===== src/sv/lcc_pkg.sv =====
// Shared types and constants for the LBA / CHS address converter.
// Depends on nothing; every other file of the block imports it.
package lcc_pkg;

  localparam int AddrW = 32;
  localparam int CylW  = 8;
  localparam int HeadW = 8;
  localparam int SecW  = 6;
  localparam int BpsW  = 16;
  localparam int SptW  = 6;
  localparam int HcW   = 8;
  localparam int SpchW = SptW + HcW;
  localparam int CfgIdxW = 2;
  localparam int CfgDataW = 16;
  localparam int InDataW  = 56;
  localparam int OutDataW = 56;

  localparam logic [BpsW-1:0] BpsReset = BpsW'(512);
  localparam logic [SptW-1:0] SptReset = SptW'(63);
  localparam logic [HcW-1:0]  HcReset  = HcW'(255);

  typedef enum logic [CfgIdxW-1:0] {
    REG_BPS = 2'd0,
    REG_SPT = 2'd1,
    REG_HC  = 2'd2
  } cfg_reg_t;

  localparam logic OP_TO_CHS  = 1'b0;
  localparam logic OP_TO_ADDR = 1'b1;

  // Side data riding along the first two divider chains.
  typedef struct packed {
    logic             op;
    logic             oor;
    logic [AddrW-1:0] addr;
  } rev_side_t;

  // Side data riding along the last divider chain.
  typedef struct packed {
    rev_side_t       rv;
    logic [CylW-1:0] cyl;
    logic            ovf;
  } fwd_side_t;

endpackage


===== src/sv/lcc_div_cell.sv =====
// One restoring-division cell: produces one quotient bit per item and hands
// the partial remainder on to the next cell. Uses lcc_pkg.
module lcc_div_cell
  import lcc_pkg::*;
#(
  parameter int DW = 32,
  parameter int VW = 16,
  parameter int SW = 1
) (
  input  logic          clk,
  input  logic          rst_n,
  input  logic          en,
  input  logic          in_valid,
  input  logic [VW-1:0] in_rem,
  input  logic [DW-1:0] in_dv,
  input  logic [SW-1:0] in_side,
  input  logic [VW-1:0] divisor,
  output logic          out_valid,
  output logic [VW-1:0] out_rem,
  output logic [DW-1:0] out_dv,
  output logic [SW-1:0] out_side
);

  logic [VW:0]   trial;
  logic [VW:0]   diff;
  logic          ge;
  logic [VW-1:0] rem_nxt;
  logic [DW-1:0] dv_nxt;
  logic          valid_r;
  logic [VW-1:0] rem_r;
  logic [DW-1:0] dv_r;
  logic [SW-1:0] side_r;

  always_comb begin
    trial   = {in_rem, in_dv[DW-1]};
    diff    = trial - {1'b0, divisor};
    ge      = trial >= {1'b0, divisor};
    rem_nxt = ge ? diff[VW-1:0] : trial[VW-1:0];
    dv_nxt  = {in_dv[DW-2:0], ge};
  end

  always_ff @(posedge clk) begin
    if (!rst_n) begin
      valid_r <= 1'b0;
    end else if (en) begin
      valid_r <= in_valid;
    end
  end

  always_ff @(posedge clk) begin
    if (en) begin
      rem_r  <= rem_nxt;
      dv_r   <= dv_nxt;
      side_r <= in_side;
    end
  end

  assign out_valid = valid_r;
  assign out_rem   = rem_r;
  assign out_dv    = dv_r;
  assign out_side  = side_r;

endmodule


===== src/sv/lcc_div_chain.sv =====
// A row of DW division cells that divides a DW-bit dividend by a VW-bit
// divisor, one quotient bit per cell. Uses lcc_pkg and lcc_div_cell.
module lcc_div_chain
  import lcc_pkg::*;
#(
  parameter int DW = 32,
  parameter int VW = 16,
  parameter int SW = 1
) (
  input  logic          clk,
  input  logic          rst_n,
  input  logic          en,
  input  logic          in_valid,
  input  logic [DW-1:0] dividend,
  input  logic [SW-1:0] in_side,
  input  logic [VW-1:0] divisor,
  output logic          out_valid,
  output logic [DW-1:0] quotient,
  output logic [VW-1:0] remainder,
  output logic [SW-1:0] out_side
);

  logic          valid_w [0:DW];
  logic [VW-1:0] rem_w   [0:DW];
  logic [DW-1:0] dv_w    [0:DW];
  logic [SW-1:0] side_w  [0:DW];

  assign valid_w[0] = in_valid;
  assign rem_w[0]   = '0;
  assign dv_w[0]    = dividend;
  assign side_w[0]  = in_side;

  for (genvar i = 0; i < DW; i++) begin : g_cell
    lcc_div_cell #(.DW(DW), .VW(VW), .SW(SW)) u_cell (
      .clk      (clk),
      .rst_n    (rst_n),
      .en       (en),
      .in_valid (valid_w[i]),
      .in_rem   (rem_w[i]),
      .in_dv    (dv_w[i]),
      .in_side  (side_w[i]),
      .divisor  (divisor),
      .out_valid(valid_w[i+1]),
      .out_rem  (rem_w[i+1]),
      .out_dv   (dv_w[i+1]),
      .out_side (side_w[i+1])
    );
  end

  assign out_valid = valid_w[DW];
  assign quotient  = dv_w[DW];
  assign remainder = rem_w[DW];
  assign out_side  = side_w[DW];

endmodule


===== config.mk =====
export PLATFORM = sky130hd
export DESIGN_NAME = lcc_div_chain
export DESIGN_NICKNAME = d
export VERILOG_FILES = /design/src/sv/lcc_pkg.sv /design/src/sv/lcc_div_cell.sv /design/src/sv/lcc_div_chain.sv
export SDC_FILE = /design/constraint.sdc
export NUM_CORES = 2
export LEC_CHECK = 0
export BUFFER_PORTS_ARGS = -buffer_cell sky130_fd_sc_hd__buf_2
export CAP_MARGIN = 10
export CORE_UTILIZATION = 64
export DETAILED_ROUTE_END_ITERATION = 8
export GPL_TIMING_DRIVEN = 0
export PLACE_DENSITY = 0.81
export SYNTH_ARGS = -nofsm -noshare
export SYNTH_HDL_FRONTEND = slang
export SYNTH_HIERARCHICAL = 1
export SYNTH_SLANG_ARGS = --single-unit

===== constraint.sdc =====
create_clock -name clk -period 3.1 [get_ports clk]
set_input_delay 0.155 -clock clk [delete_from_list [all_inputs] [get_ports clk]]
set_output_delay 0.155 -clock clk [all_outputs]
set_load 0.005 [all_outputs]

==> flow_metrics.py <==
metrics = {
    "run_status": {
        "violations": "hold timing",
        "status": "finished with violations",
    },
    "timing": {
        "max_freq_ghz": 0.324,
        "slew_headroom_pct": 11.9,
        "fin_skew_ps": 34.8,
        "layout_setup_ws_ps": 13.2,
        "grt_setup_unrepaired": "true",
        "period_share_pct": 99.6,
        "setup_tns_ps": 0,
        "whs_ps": -179,
        "tightest_slew_ps": 1320,
        "setup_viol": 0,
        "fin_crit_ps": 3090,
        "slew_viol_final": 0,
        "finalHoldViolCount": 116,
    },
    "grt": {
        "grt_overflow": 0,
        "grt_antenna_before_repair": 0,
        "grt_max_degree": 184,
        "grt_pass1_wl_mm": 278,
        "grt_pass1_vias": 52548,
        "grt_usage_pct": 25.5,
    },
    "placed_design": {
        "io_buffers": 102,
        "dp_cells": 8521,
        "dp_slack_ps": -1530,
        "place_congestion": 0.903,
        "dp_hpwl_mm": 114,
    },
    "synth": {
        "yosysTopAreaCellShare_pct": 54.3,
        "synthArstFlopShare_pct": 0,
        "synthesis.instances": 6602,
        "yosysMostFrequentCell": "edfxtp_1",
        "syn_area_per_cell_um2": 13.1,
        "ys_seq_elements": 1600,
        "synth-main-ff-cell": "edfxtp_1",
        "synth_top_area_cell": "edfxtp_1",
        "synth.distinct_cells": 73,
        "yosysWarningCount": 6,
        "synthTopCellsByArea": "edfxtp_1, ha_1, mux2_4, inv_1, o21ai_0",
        "ys_top_cells_by_count": "edfxtp_1, inv_1, ha_1",
        "synth_edf_count": 1568,
        "yosysSeqAreaShare_pct": 55.1,
        "netlist_area_mm2": 0.0867,
    },
    "floorplanning": {
        "rows": 134,
        "coreArea_mm2": 0.134,
        "die_h_um": 370,
        "chipWidth_um": 370,
        "boundaryPins": 103,
        "start_util_pct": 64.7,
        "die_area_mm2": 0.137,
    },
    "power_and_ir_drop": {
        "finalPower_w": 0.0988,
        "ir_drop_mv": 0.644,
        "power.density_mw_per_mm2": 1030,
        "p_leak_nw": 39.4,
    },
    "setup_path": {
        "startpoint_type": "primary input",
        "path_cells": "buf_2 -> inv_1 -> ha_1 -> clkbuf_1 -> a41o_1 -> o31ai_1 -> a211oi_2 -> a2111oi_4 -> buf_4 -> buf_6 -> mux2_4",
        "worstPathArrival_ps": 3630,
        "slowest_delay_ps": 940,
        "crit_fanout": 32,
        "crit_type": "primary input to flop",
        "cp_slowest_cell": "buf_2",
        "critPathCaptureType": "flop",
        "critical_path_required_ps": 3640,
    },
    "detailed_routing": {
        "wl_per_cell_um": 19.9,
        "postRouteWirelength_mm": 177,
        "drcViolationCount": 0,
        "drt_iter0_drc": 4301,
        "via_count": 54096,
        "via_per_inst": 6.09,
        "dr.pass1.iters": 6,
        "drt.antenna.violating_nets": 0,
    },
    "clock_tree": {
        "cts_hold_buf": 36,
        "clk_pin_slew_ps": 60,
        "insertion_delay_ps": 790,
        "clockBufferDepth": 3,
        "cts_tree": "done",
        "cts_buffers": 162,
        "root_buffer": "clkbuf_16",
        "cts_num_sinks": 1600,
        "ctsHtreeMaxLevel": 4,
    },
    "job": {
        "drv_cap": 0,
    },
    "layout": {
        "multiInputGateArea_mm2": 0.0349,
        "seq_area_mm2": 0.0477,
        "antennaDiodeCount": 0,
        "fin_nets": 7579,
        "area_delta_synth_final_pct": 10.9,
        "n_fill_cell": 8985,
        "drive_gt1_share_pct": 15.5,
        "instances_no_fill": 8878,
    },
    "worst_hold_path": {
        "hold_path_class": "primary input to flop",
    },
}
-- state kept, by name, indices dropped and copies added (netlist names) --
| name | count |
|---|---|
| g_cell.u_cell/out_dv | 1024 |
| g_cell.u_cell/out_rem | 512 |
| g_cell.u_cell/out_valid | 32 |
| g_cell.u_cell/out_side | 32 |
-- where the power goes --
part | switching, W | internal (W) | total, W
combinational | 0.0233 | 0.0224 | 0.0457
clock | 0.00831 | 0.0113 | 0.0196
sequential | 0.00272 | 0.0307 | 0.0334
total | 0.0344 | 0.0644 | 0.0988
-- metrics by stage --
stage	hold WS [ps]	area (um2)	utilization, %
4_1_cts	-187	96000	71.7
5_1_grt	-168	96200	71.8
3_5_place_dp	333	90000	67.2
3_3_place_gp	331	89500	66.8
2_1_floorplan	254	86800	-
6_report	-179	96200	71.8
-- kinds of logic (layout without fill, tap and decap cells) --
logic type	count (synthesis)	after routing	share of synthesized area, %
other cells	1	31	0.00433
compound gates	1656	1656	15.0
xor+xnor	280	280	2.83
mux	431	431	6.48
simple gates	1263	1263	7.70
buf+inv	827	1305	4.85
flops	1600	1600	55.1
fa+ha+maj	544	544	8.13
-- layout make-up --
class | instances | share of cell area (%)
Buffer | 156 | 1.70
Inverter | 667 | 2.66
Tap cell | 1768 | 2.30
Clock inverter | 103 | 1.22
Timing Repair Buffer | 190 | 1.82
Multi-Input combinational cell | 4205 | 36.3
Sequential cell | 1600 | 49.6
Clock buffer | 189 | 4.34
-- metal layers --
layer  track usage, %  share of wire (%)  vias up
li1                 -                  -    25828
met1             33.9                 43    26353
met4             10.2                3.8        0
met2             42.7                 48     1521
met3             3.35                5.0      394
met5                0                  0        -
-- placed cells by master (no fill, tap or decap), types with 92 or more instances in the layout --
master / Yosys / routed
edfxtp_1: 1568 / 1568
inv_1: 645 / 645
ha_1: 512 / 511
nor2_1: 333 / 332
o21ai_0: 296 / 295
mux2_4: 236 / 236
o21a_1: 188 / 188
nand2_1: 180 / 180
nand3_1: 166 / 166
clkbuf_16: 0 / 164
a21oi_1: 154 / 154
xnor2_1: 154 / 154
o31ai_1: 139 / 137
a21o_1: 129 / 129
xor2_1: 126 / 126
nor3_1: 116 / 116
buf_2: 20 / 111
mux2_2: 100 / 100
a211oi_1: 96 / 96
mux2i_1: 95 / 95
nor2b_1: 92 / 92
-- repair_timing --
action / CTS / global route
hold endpoints to repair: 181 / 116
setup endpoints to repair: 330 / 261
cloned: 3 / 1
gates resized for setup: 2 / 20
pin swaps: 8 / 12
buffers inserted: 22 / 7
-- final timing paths --
kind / start / endpoint / slack [ps] / cells past startpoint
worst max-delay path: divisor[4] / g_cell[25].u_cell/out_rem[13] / 10 / 11
worst min-delay path: en / g_cell[0].u_cell/out_dv[5] / -180 / 1
worst max register to register: g_cell[24].u_cell/out_rem[0] / g_cell[25].u_cell/out_rem[13] / 10 / 9
worst min register to register: g_cell[9].u_cell/out_dv[11] / g_cell[10].u_cell/out_dv[12] / 400 / 0
-- critical path: cells and delay by family --
family                     cells  cell delay [ps]
AOI/OAI and AO/OA              4             1180
adders and majority gates      1              240
buffers and inverters          5             1660
muxes                          1              310
(Power assumes the default switching activity.)
